**src/rtl/core/arc_pkg.sv**
```systemverilog
// Shared types and constants for the ARP responder with address cache.
package arc_pkg;

	localparam logic [15:0] HW_ETHERNET    = 16'h0001;
	localparam logic [15:0] PROTO_IPV4     = 16'h0800;
	localparam logic [7:0]  HW_ADDR_LEN    = 8'd6;
	localparam logic [7:0]  PROTO_ADDR_LEN = 8'd4;
	localparam logic [15:0] OPC_REQUEST    = 16'd1;
	localparam logic [15:0] OPC_REPLY      = 16'd2;

	localparam logic [47:0] MAC_ZERO      = 48'h0000_0000_0000;
	localparam logic [47:0] MAC_BROADCAST = 48'hFFFF_FFFF_FFFF;

	localparam logic [2:0] KIND_DROPPED     = 3'd0;
	localparam logic [2:0] KIND_LEARNED     = 3'd1;
	localparam logic [2:0] KIND_LEARN_REPLY = 3'd2;
	localparam logic [2:0] KIND_UNKNOWN_OP  = 3'd3;
	localparam logic [2:0] KIND_HIT         = 3'd4;
	localparam logic [2:0] KIND_MISS_REQ    = 3'd5;

	localparam logic [1:0] FOP_NONE    = 2'd0;
	localparam logic [1:0] FOP_REQUEST = 2'd1;
	localparam logic [1:0] FOP_REPLY   = 2'd2;

	localparam logic CFG_OWN_MAC = 1'b0;
	localparam logic CFG_OWN_IP  = 1'b1;

	localparam logic OP_PACKET = 1'b0;
	localparam logic OP_LOOKUP = 1'b1;

	typedef struct packed {
		logic        start;
		logic        insert;
		logic [31:0] key;
		logic [47:0] mac;
	} arc_req_t;

	typedef struct packed {
		logic        done;
		logic        hit;
		logic [47:0] mac;
	} arc_rsp_t;

endpackage

```
**src/rtl/core/arc_cache.sv**
```systemverilog
// Address cache: serial search over the entries, then an optional insert.
module arc_cache
	import arc_pkg::*;
#(
	parameter int ENTRIES = 16
) (
	input  logic     clk,
	input  logic     arst_n,
	input  arc_req_t req,
	output arc_rsp_t rsp
);

	localparam int IW = (ENTRIES > 1) ? $clog2(ENTRIES) : 1;
	localparam logic [IW-1:0] LAST = IW'(ENTRIES - 1);

	typedef enum logic [1:0] {C_IDLE, C_SCAN, C_WRITE} state_t;

	state_t              state_q;
	logic [IW-1:0]       idx_q;
	logic                issue_q;
	logic                cmp_act_s1;
	logic                cmp_vld_s1;
	logic [IW-1:0]       cmp_idx_s1;
	logic [31:0]         rd_ip_s1;
	logic [47:0]         rd_mac_s1;
	logic                hit_q;
	logic [IW-1:0]       hit_idx_q;
	logic [47:0]         hit_mac_q;
	logic                free_q;
	logic [IW-1:0]       free_idx_q;
	logic [IW-1:0]       repl_q;
	logic [ENTRIES-1:0]  valid_q;
	logic                ins_q;
	logic [31:0]         key_q;
	logic [47:0]         mac_q;
	logic                done_q;

	logic [31:0]         ip_mem  [ENTRIES];
	logic [47:0]         mac_mem [ENTRIES];

	logic                wr_en;
	logic [IW-1:0]       wr_slot;

	assign wr_en   = (state_q == C_WRITE);
	assign wr_slot = hit_q ? hit_idx_q : (free_q ? free_idx_q : repl_q);

	assign rsp.done = done_q;
	assign rsp.hit  = hit_q;
	assign rsp.mac  = hit_mac_q;

	always_ff @(posedge clk) begin
		if (wr_en) begin
			ip_mem[wr_slot]  <= key_q;
			mac_mem[wr_slot] <= mac_q;
		end
		rd_ip_s1  <= ip_mem[idx_q];
		rd_mac_s1 <= mac_mem[idx_q];
	end

	always_ff @(posedge clk or negedge arst_n) begin
		if (!arst_n) begin
			state_q    <= C_IDLE;
			idx_q      <= '0;
			issue_q    <= 1'b0;
			cmp_act_s1 <= 1'b0;
			cmp_vld_s1 <= 1'b0;
			cmp_idx_s1 <= '0;
			hit_q      <= 1'b0;
			hit_idx_q  <= '0;
			hit_mac_q  <= '0;
			free_q     <= 1'b0;
			free_idx_q <= '0;
			repl_q     <= '0;
			valid_q    <= '0;
			ins_q      <= 1'b0;
			key_q      <= '0;
			mac_q      <= '0;
			done_q     <= 1'b0;
		end else begin
			unique case (state_q)
				C_IDLE: begin
					done_q     <= 1'b0;
					cmp_act_s1 <= 1'b0;
					if (req.start) begin
						key_q   <= req.key;
						mac_q   <= req.mac;
						ins_q   <= req.insert;
						idx_q   <= '0;
						issue_q <= 1'b1;
						hit_q   <= 1'b0;
						free_q  <= 1'b0;
						state_q <= C_SCAN;
					end
				end
				C_SCAN: begin
					cmp_act_s1 <= issue_q;
					cmp_idx_s1 <= idx_q;
					cmp_vld_s1 <= valid_q[idx_q];
					if (issue_q) begin
						if (idx_q == LAST) begin
							issue_q <= 1'b0;
						end else begin
							idx_q <= idx_q + IW'(1);
						end
					end
					if (cmp_act_s1) begin
						if (cmp_vld_s1 && rd_ip_s1 == key_q && !hit_q) begin
							hit_q     <= 1'b1;
							hit_idx_q <= cmp_idx_s1;
							hit_mac_q <= rd_mac_s1;
						end
						if (!cmp_vld_s1 && !free_q) begin
							free_q     <= 1'b1;
							free_idx_q <= cmp_idx_s1;
						end
						if (cmp_idx_s1 == LAST) begin
							if (ins_q) begin
								state_q <= C_WRITE;
							end else begin
								done_q  <= 1'b1;
								state_q <= C_IDLE;
							end
						end
					end
				end
				C_WRITE: begin
					valid_q[wr_slot] <= 1'b1;
					if (!hit_q && !free_q) begin
						repl_q <= (repl_q == LAST) ? '0 : repl_q + IW'(1);
					end
					done_q  <= 1'b1;
					state_q <= C_IDLE;
				end
				default: state_q <= C_IDLE;
			endcase
		end
	end

endmodule

```
**src/rtl/core/arp_responder_with_cache.sv**
```systemverilog
// Top level of the ARP responder: packet filter, result forming and cache control.
// A dropped packet or one with an unknown opcode skips the cache and goes from acceptance
// straight to the output state. A lookup or a learned packet gives its result once the cache
// search, which reads one stored entry per cycle, has passed every entry; a learned packet
// also waits for the insert. One item at a time: in_ready is high only in the idle state.
// The asynchronous reset clears the registers, all cache valid bits and the replace pointer.
module arp_responder_with_cache
	import arc_pkg::*;
#(
	parameter int CACHE_ENTRIES = 16
) (
	input  logic        clk,
	input  logic        arst_n,
	input  logic        cfg_valid,
	output logic        cfg_ready,
	input  logic        cfg_index,
	input  logic [47:0] cfg_data,
	input  logic        in_valid,
	output logic        in_ready,
	input  logic        op,
	input  logic [47:0] target_mac,
	input  logic [15:0] hw_kind,
	input  logic [15:0] proto_kind,
	input  logic [7:0]  hw_len,
	input  logic [7:0]  proto_len,
	input  logic [15:0] arp_opcode,
	input  logic [47:0] sender_mac,
	input  logic [31:0] sender_ip,
	input  logic [31:0] query_ip,
	output logic        out_valid,
	input  logic        out_ready,
	output logic [2:0]  result_kind,
	output logic [1:0]  frame_opcode,
	output logic [47:0] frame_dest_mac,
	output logic [31:0] frame_target_ip,
	output logic [47:0] found_mac,
	output logic [31:0] retry_ip
);

	typedef enum logic [1:0] {S_IDLE, S_WAIT, S_OUT} state_t;

	state_t      state_q;
	logic [47:0] own_mac_q;
	logic [31:0] own_ip_q;
	logic        lookup_q;
	logic        is_req_q;
	logic [31:0] key_q;
	logic [47:0] smac_q;
	logic        start_q;
	logic        insert_q;

	logic [2:0]  pend_kind_q;
	logic [1:0]  pend_fop_q;
	logic [47:0] pend_dest_q;
	logic [31:0] pend_tip_q;
	logic [47:0] pend_found_q;
	logic [31:0] pend_retry_q;

	logic        out_valid_q;
	logic [2:0]  out_kind_q;
	logic [1:0]  out_fop_q;
	logic [47:0] out_dest_q;
	logic [31:0] out_tip_q;
	logic [47:0] out_found_q;
	logic [31:0] out_retry_q;

	logic        accept;
	logic        pass;
	logic        known_op;
	logic        out_free;
	arc_req_t    creq;
	arc_rsp_t    crsp;

	assign cfg_ready = 1'b1;
	assign in_ready  = (state_q == S_IDLE);
	assign accept    = in_valid && in_ready;
	assign out_free  = !out_valid_q || out_ready;

	assign pass = (target_mac == MAC_ZERO || target_mac == own_mac_q) &&
		hw_kind == HW_ETHERNET && proto_kind == PROTO_IPV4 &&
		hw_len == HW_ADDR_LEN && proto_len == PROTO_ADDR_LEN;
	assign known_op = (arp_opcode == OPC_REQUEST) || (arp_opcode == OPC_REPLY);

	assign creq.start  = start_q;
	assign creq.insert = insert_q;
	assign creq.key    = key_q;
	assign creq.mac    = smac_q;

	assign out_valid       = out_valid_q;
	assign result_kind     = out_kind_q;
	assign frame_opcode    = out_fop_q;
	assign frame_dest_mac  = out_dest_q;
	assign frame_target_ip = out_tip_q;
	assign found_mac       = out_found_q;
	assign retry_ip        = out_retry_q;

	arc_cache #(
		.ENTRIES(CACHE_ENTRIES)
	) u_cache (
		.clk    (clk),
		.arst_n (arst_n),
		.req    (creq),
		.rsp    (crsp)
	);

	always_ff @(posedge clk or negedge arst_n) begin
		if (!arst_n) begin
			own_mac_q <= '0;
			own_ip_q  <= '0;
		end else if (cfg_valid && cfg_ready) begin
			unique case (cfg_index)
				CFG_OWN_MAC: own_mac_q <= cfg_data;
				CFG_OWN_IP:  own_ip_q  <= cfg_data[31:0];
				default:     own_ip_q  <= own_ip_q;
			endcase
		end
	end

	always_ff @(posedge clk or negedge arst_n) begin
		if (!arst_n) begin
			state_q      <= S_IDLE;
			lookup_q     <= 1'b0;
			is_req_q     <= 1'b0;
			key_q        <= '0;
			smac_q       <= '0;
			start_q      <= 1'b0;
			insert_q     <= 1'b0;
			pend_kind_q  <= KIND_DROPPED;
			pend_fop_q   <= FOP_NONE;
			pend_dest_q  <= '0;
			pend_tip_q   <= '0;
			pend_found_q <= '0;
			pend_retry_q <= '0;
			out_valid_q  <= 1'b0;
			out_kind_q   <= KIND_DROPPED;
			out_fop_q    <= FOP_NONE;
			out_dest_q   <= '0;
			out_tip_q    <= '0;
			out_found_q  <= '0;
			out_retry_q  <= '0;
		end else begin
			if (out_valid_q && out_ready && state_q != S_OUT) begin
				out_valid_q <= 1'b0;
			end
			unique case (state_q)
				S_IDLE: begin
					if (accept) begin
						pend_fop_q   <= FOP_NONE;
						pend_dest_q  <= '0;
						pend_tip_q   <= '0;
						pend_found_q <= '0;
						pend_retry_q <= '0;
						lookup_q     <= (op == OP_LOOKUP);
						is_req_q     <= (arp_opcode == OPC_REQUEST);
						key_q        <= (op == OP_LOOKUP) ? query_ip : sender_ip;
						smac_q       <= sender_mac;
						insert_q     <= (op == OP_PACKET);
						if (op == OP_LOOKUP || (pass && known_op)) begin
							start_q <= 1'b1;
							state_q <= S_WAIT;
						end else begin
							pend_kind_q <= pass ? KIND_UNKNOWN_OP : KIND_DROPPED;
							state_q     <= S_OUT;
						end
					end
				end
				S_WAIT: begin
					start_q <= 1'b0;
					if (crsp.done) begin
						if (lookup_q) begin
							if (crsp.hit) begin
								pend_kind_q  <= KIND_HIT;
								pend_found_q <= crsp.mac;
							end else begin
								pend_kind_q <= KIND_MISS_REQ;
								pend_fop_q  <= FOP_REQUEST;
								pend_dest_q <= MAC_BROADCAST;
								pend_tip_q  <= key_q;
							end
						end else begin
							pend_retry_q <= key_q;
							if (is_req_q) begin
								pend_kind_q <= KIND_LEARN_REPLY;
								pend_fop_q  <= FOP_REPLY;
								pend_dest_q <= smac_q;
								pend_tip_q  <= key_q;
							end else begin
								pend_kind_q <= KIND_LEARNED;
							end
						end
						state_q <= S_OUT;
					end
				end
				S_OUT: begin
					if (out_free) begin
						out_valid_q <= 1'b1;
						out_kind_q  <= pend_kind_q;
						out_fop_q   <= pend_fop_q;
						out_dest_q  <= pend_dest_q;
						out_tip_q   <= pend_tip_q;
						out_found_q <= pend_found_q;
						out_retry_q <= pend_retry_q;
						state_q     <= S_IDLE;
					end
				end
				default: state_q <= S_IDLE;
			endcase
		end
	end

endmodule

```
**config.mk**
```make
export PLATFORM = sky130hd
export DESIGN_NAME = arp_responder_with_cache
export DESIGN_NICKNAME = d
export VERILOG_FILES = /design/src/rtl/core/arc_pkg.sv /design/src/rtl/core/arc_cache.sv /design/src/rtl/core/arp_responder_with_cache.sv
export SDC_FILE = /design/constraint.sdc
export NUM_CORES = 2
export LEC_CHECK = 0
export BUFFER_PORTS_ARGS = -buffer_cell sky130_fd_sc_hd__buf_2
export CORE_MARGIN = 10
export CORE_UTILIZATION = 46
export CTS_BUF_LIST = sky130_fd_sc_hd__clkbuf_8
export CTS_CLUSTER_DIAMETER = 120
export DETAILED_ROUTE_END_ITERATION = 10
export HOLD_SLACK_MARGIN = 0.06
export PLACE_DENSITY = 0.67
export RECOVER_POWER = 50
export SLEW_MARGIN = 20
export SYNTH_ARGS = -nofsm -noshare
export SYNTH_HDL_FRONTEND = slang
export SYNTH_SLANG_ARGS = --single-unit
```
**constraint.sdc**
```tcl
create_clock -name clk -period 14.35 [get_ports clk]
set_input_delay 2.87 -clock clk [delete_from_list [all_inputs] [get_ports clk]]
set_output_delay 2.87 -clock clk [all_outputs]
set_load 0.01 [all_outputs]
```
### After elaboration in Yosys (flattened, before gate mapping)

Memory sizes are Yosys's and may differ from the RTL's. A register that Yosys moved wholly into a read port is not among the register bits.
Index checks and enable logic that the tools add are counted.

* $add $sub $neg: 2
* $lt $le $gt $ge: 3
* equal/unequal tests: 34
* mux-type cells: 79
* bitwise operators: 3
* reduce and logical (&&, ||, !) cells: 46

Operators with widths (number)
* 2-to-1 mux 48 bit: 8
* 2-to-1 mux 32 bit: 8
* one-hot mux 48 bit (2 select lines): 2
* one-hot mux 32 bit (2 select lines): 2
* == test 48 bit: 1
* zero test 48 bit: 1
* == test 16 x 1 -> 1 bit (second input constant): 2
* == test 32 bit: 1
* 2-to-1 mux 2 bit: 15
* 2-to-1 mux 4 bit: 6
* AND reduction 4 bit: 6
* 2-to-1 mux 1 bit: 21
* inequality test 2 x 1 -> 1 bit (second input constant): 9
* == test 16 x 12 -> 1 bit (second input constant): 1
* == test 16 x 2 -> 1 bit (second input constant): 1
* == test 8 x 3 -> 1 bit (second input constant): 2
* inequality test 2 bit (second input constant): 8
* bitwise OR 16 bit: 1
* AND reduction 3 bit: 5
* logical AND 1 bit: 13
* == test 4 bit (second input constant): 3
* 2-to-1 mux 3 bit: 4
* AND reduction 2 bit: 6
* less-than comparator 4 x 5 -> 1 bit (second input constant): 2
* other kinds (20): 39

* register bits: 638
* memory bits (writable): 1280
* input port bits: 279
* output and inout bits: 168
* logic and storage cells: 207
* memories kept: 2

Memories
* u_cache.mac_mem: words 16, bits a word 48, read ports 1, clocked after Yosys merged registers in 1, wr ports 1, RTL line arc_cache.sv:39 `logic [47:0] mac_mem [ENTRIES];`
* u_cache.ip_mem: words 16, bits a word 32, read ports 1, clocked after Yosys merged registers in 1, wr ports 1, RTL line arc_cache.sv:38 `logic [31:0] ip_mem [ENTRIES];`

### Longest topological paths before layout

* word-level depth: 11
* mapped depth: 10
* mapped depth without buffers: 8

### Cells and area by module

Synthesis repeated with hierarchy kept, for this count alone.

* cells, all modules: 3889
* area total of the unflattened synthesis: 75152.1 um^2

Modules (own cells, without submodules)
* arc_cache: instances 1, cells an instance 2359, area each 56680.6 um^2, seq. area each 44367.6 um^2
* arp_responder_with_cache: instances 1, cells an instance 1530, area each 18471.5 um^2, seq. area each 11636.2 um^2

### Least setup slack after synthesis

Ideal clock, no wire load.

* path type: register to register
* start: register u_cache.free_q
* end: memory u_cache.ip_mem[10][0] (enable)
* setup time: 0.520 ns
* arrival: 4.783 ns
* required time: 13.830 ns
* path slack: 9.047 ns
* stages on the path, launching flop included: 8
* path buffers: 1
* clock period less this slack: 5.303 ns
* cell sequence: dfrtp_1 > clkbuf_1 > mux2i_1 > nor2_1 > a21oi_1 > inv_1 > or2_2 > nor2_1

* longest elaborated chain between the ends: 2

Ends and longest elaborated chain
* start: declaration: RTL line arc_cache.sv:29 `logic free_q;`
* start signal: assignment: RTL line arc_cache.sv:71 `free_q <= 1'b0;`
* start signal: assignment: RTL line arc_cache.sv:91 `free_q <= 1'b0;`
* start signal: assignment: RTL line arc_cache.sv:113 `free_q <= 1'b1;`
* 2-to-1 mux 4 bit (2 in a row): RTL line arc_cache.sv:45 `assign wr_slot = hit_q ? hit_idx_q : (free_q ? free_idx_q : repl_q);`
* end: declaration: RTL line arc_cache.sv:38

Every way passes these cells.

==> reports/metrics.csv <==
stage,metric,value,unit
detailed_routing,DR WL met2,93.00,mm
critical_path,CP Max Fanout,89,
synth,largest area contributor in the netlist,edfxtp_1,
sta,final hold viol count,0,
synth,synth unique cells,42,
synth,sequential share of the synthesized area,74.46,%
placed_design,Post-Place Cell Area,80010,sq um
global_route,antenna violations before repair,15,
synth,Post-Syn Nets,4264,
power_and_ir_drop,P_leak,32.47,nW
detailed_routing,ANT nets after route,0,
detailed_routing,WL/cell,26.00,microns
clocking,"CTS clk-pin slew, worst paths",0.06,ns
critical_path,Worst path max stage delay,3.30,ns
sta,Max Slew Vio Count,914,
layout,P&R area growth vs syn,14.36,%
clocking,clock root buffer,clkbuf_8,
floorplan,Die Ht,424.4,microns
clocking,hold_buf cts,0,
detailed_routing,Top Metal Used,met4,
floorplan,core area,162600,sq um
floorplan,# rows,148,
critical_path,most frequent CP cell,buf_4,
critical_path,Worst Setup End Kind,asynchronous set/reset pin,
sta,post-route setup slack,6.593,ns
floorplan,initial core utilization,46.26,%
detailed_routing,detailed router's first-iteration violation count,3507,
clocking,CTS tree,yes,
synth,Mapped Area,75220,sq um
sta,WHS,0.4277,ns
floorplan,IO Count,447,
sta,RSZ-0062 raised after global routing,false,
layout,final-stage net count,4895,
layout,"most common cell after layout, fill and taps aside",edfxtp_1,
detailed_routing,DRC,0,
synth,"EDFF count, synth",1280,
clocking,worst skew pair latency,1.02,ns
sta,Tightest Pin Transition,4.842,ns
power_and_ir_drop,VDD IR-drop max,0.0001275,V
run,Max-cap violations,25,
critical_path,Buf/Inv on CP,4,
detailed_routing,DR vias/cell,5.548,
global_route,vias in the first global route,40940,
clocking,PostCTS Resize Cnt,0,
placed_design,pre-CTS setup slack,8.271,ns
critical_path,"critical path, cell by cell",clkbuf_1 > buf_4 > buf_4 > buf_4,
synth,Synth Area in Adders,0.09981,%
sta,Setup TNS,0,ns
placed_design,Port Buffers,445,
layout,"commonest non-fill, non-tap cells in the layout","edfxtp_1 (1280), dfrtp_1 (634), nand2_1 (454), buf_2 (441), mux4_2 (405)",
synth,Main synth FF type,edfxtp_1,
detailed_routing,Pre-antenna DRT Iters,5,
synth,Syn Area/Cell,18.90,sq um
global_route,largest net degree at the start of global routing,172,
critical_path,"Req. time, crit path",15.34,ns
layout,fraction of layout cells with a size suffix above 1,35.24,%
global_route,GR Util All Layers,20.00,%
sta,Max-Slew Margin vs Limit,-222.8,%
clocking,Sink Count,1998,
sta,Final Setup Violations,0,
synth,mux cell area share after synthesis,18.01,%
clocking,total CTS buffers,328,
floorplan,chip width,424.4,microns
critical_path,crit-path leading delay family,buffers and inverters,
power_and_ir_drop,pwr dens,189.5,nW/um^2
detailed_routing,vias after detailed routing,39020,
critical_path,slowest cell on the critical path,clkbuf_1,
synth,synth top area cells,"edfxtp_1 (51%), dfrtp_1 (21%), mux4_2 (12%)",
placed_design,DP HPWL,104.2,mm
sta,final worst path period share,54.06,%
synth,asr flop ratio synth,31.93,%
outcome,violated checks,"capacitance limit, slew limit",
global_route,GR Overflow Total,0,
critical_path,Worst setup SP type,input port,
synth,Yosys Warn Count,0,
power_and_ir_drop,total power,16.30,mW
outcome,outcome,"complete, but fails checks",
min_path,hold crit path type,flop to flop,
synth,main combinational cell family by area after synthesis,multiplexers,
critical_path,CP Class,input port to asynchronous set/reset pin,
placed_design,gpl congestion,0.8936,
detailed_routing,Met3 Wirelength,11.01,mm
sta,fmax,0.1289,GHz
synth,Synth Area in Simple Gates,3.310,%
sta,clk_skew,0.08704,ns
floorplan,Die Area,180100,sq um
sta,min Tclk post-route,7.757,ns
critical_path,"Data arrival, critical path",8.75,ns
detailed_routing,M1 WL,75.44,mm
clocking,Max clock buf depth,4,
layout,design area,86020,sq um
clocking,CTS HTree Levels,5,
synth,complex-gate fraction of the synthesized area,1.926,%
global_route,global-route wire length before repair,270.6,mm
clocking,post-CTS setup buffer count,0,
synth,Syn Inst Count,3979,
detailed_routing,Routed WL,182.8,mm
synth,synthesis-stage register bit count,1998,
synth,post-synthesis xor/xnor area fraction,0.9548,%
synth,Synth top area share,51.10,%
-- path summary, 6_finish.rpt --
kind / end / start / slack [ns] / cells after the start
worst max-delay path: pend_found_q[37] / arst_n / 6.59 / 4
worst min-delay path: u_cache.hit_mac_q[26] / u_cache.rd_mac_s1[26] / 0.43 / 1
worst max register to register: u_cache.mac_mem[10][17] / u_cache.free_q / 7.93 / 8
worst min register to register: u_cache.hit_mac_q[26] / u_cache.rd_mac_s1[26] / 0.43 / 1
max in group clk: u_cache.mac_mem[10][17] / u_cache.free_q / 7.93 / 8
min in group asynchronous: u_cache.mac_q[3] / arst_n / 3.61 / 1
-- through the flow --
step / instances / util, %
2_1_floorplan: 3979 / -
3_3_place_gp: 6454 / 49.21
3_5_place_dp: 6454 / 49.21
4_1_cts: 7027 / 52.97
5_1_grt: 7031 / 52.90
6_report: 7032 / 52.90
-- cell type report --
class                      count  area, sq um
tap                         2175         2721
fill                       13030        76570
sequential                  1998        56020
antenna                        4        10.01
clock buffer                 379         5216
clock inverter               194        895.9
timing repair buffer         512         2730
multi-input combinational   1761        18390
inverter                       9        33.78
-- flip-flops by register name (all words and copies together) (netlist names), 48 cells and up --
name and cells:
u_cache.mac_mem 768, smac_q 48, u_cache.rd_mac_s1 48, u_cache.hit_mac_q 48
found_mac 48, pend_found_q 48, u_cache.ip_mem 512, frame_dest_mac 48
own_mac_q 48, pend_dest_q 48, u_cache.mac_q 48
-- cell families (layout without fill, tap and decap cells) --
family / Yosys count / after routing
AO/OA/AOI/OAI: 284 / 284
XOR/XNOR: 82 / 82
multiplexers: 799 / 799
buffers and inverters: 220 / 1094
adder cells (fa/ha/maj): 6 / 6
flip-flops: 1998 / 1998
AND/OR/NAND/NOR: 589 / 589
other: 1 / 5
-- per-layer routing --
layer / GRT usage [%] / up-vias
met5: 0 / -
met1: 26.79 / 20750
met3: 3.947 / 296
li1: - / 16680
met4: 5.084 / 0
met2: 33.66 / 1292
-- cells in the mapped netlist, types with 2 or more instances --
library cell and count:
or2_2 17, ha_1 6, nor4_1 28, nor2b_1 3, mux2_4 10, nand2_1 458, buf_6 5, nand3_1 6
mux4_2 405, edfxtp_1 1280, buf_1 20, o21a_1 2, nor4bb_1 2, nor2_1 28, mux2_2 347, nor4b_1 3
buf_2 48, inv_1 9, mux2i_1 37, o21ai_0 261, a31oi_1 3, xor2_1 4, a21oi_1 13, dfrtp_1 638
nor3_1 3, xnor2_1 78, dfxtp_1 80, nand4_1 27, clkbuf_1 137, nand2b_1 9
-- power breakdown --
group          leakage [nW]  switching (mW)  internal, mW
Combinational          8.12            1.73          1.59
Clock                  3.63            2.15          2.46
Sequential             20.7           0.980          7.38
No activity file was read; power rests on OpenSTA's default activity.
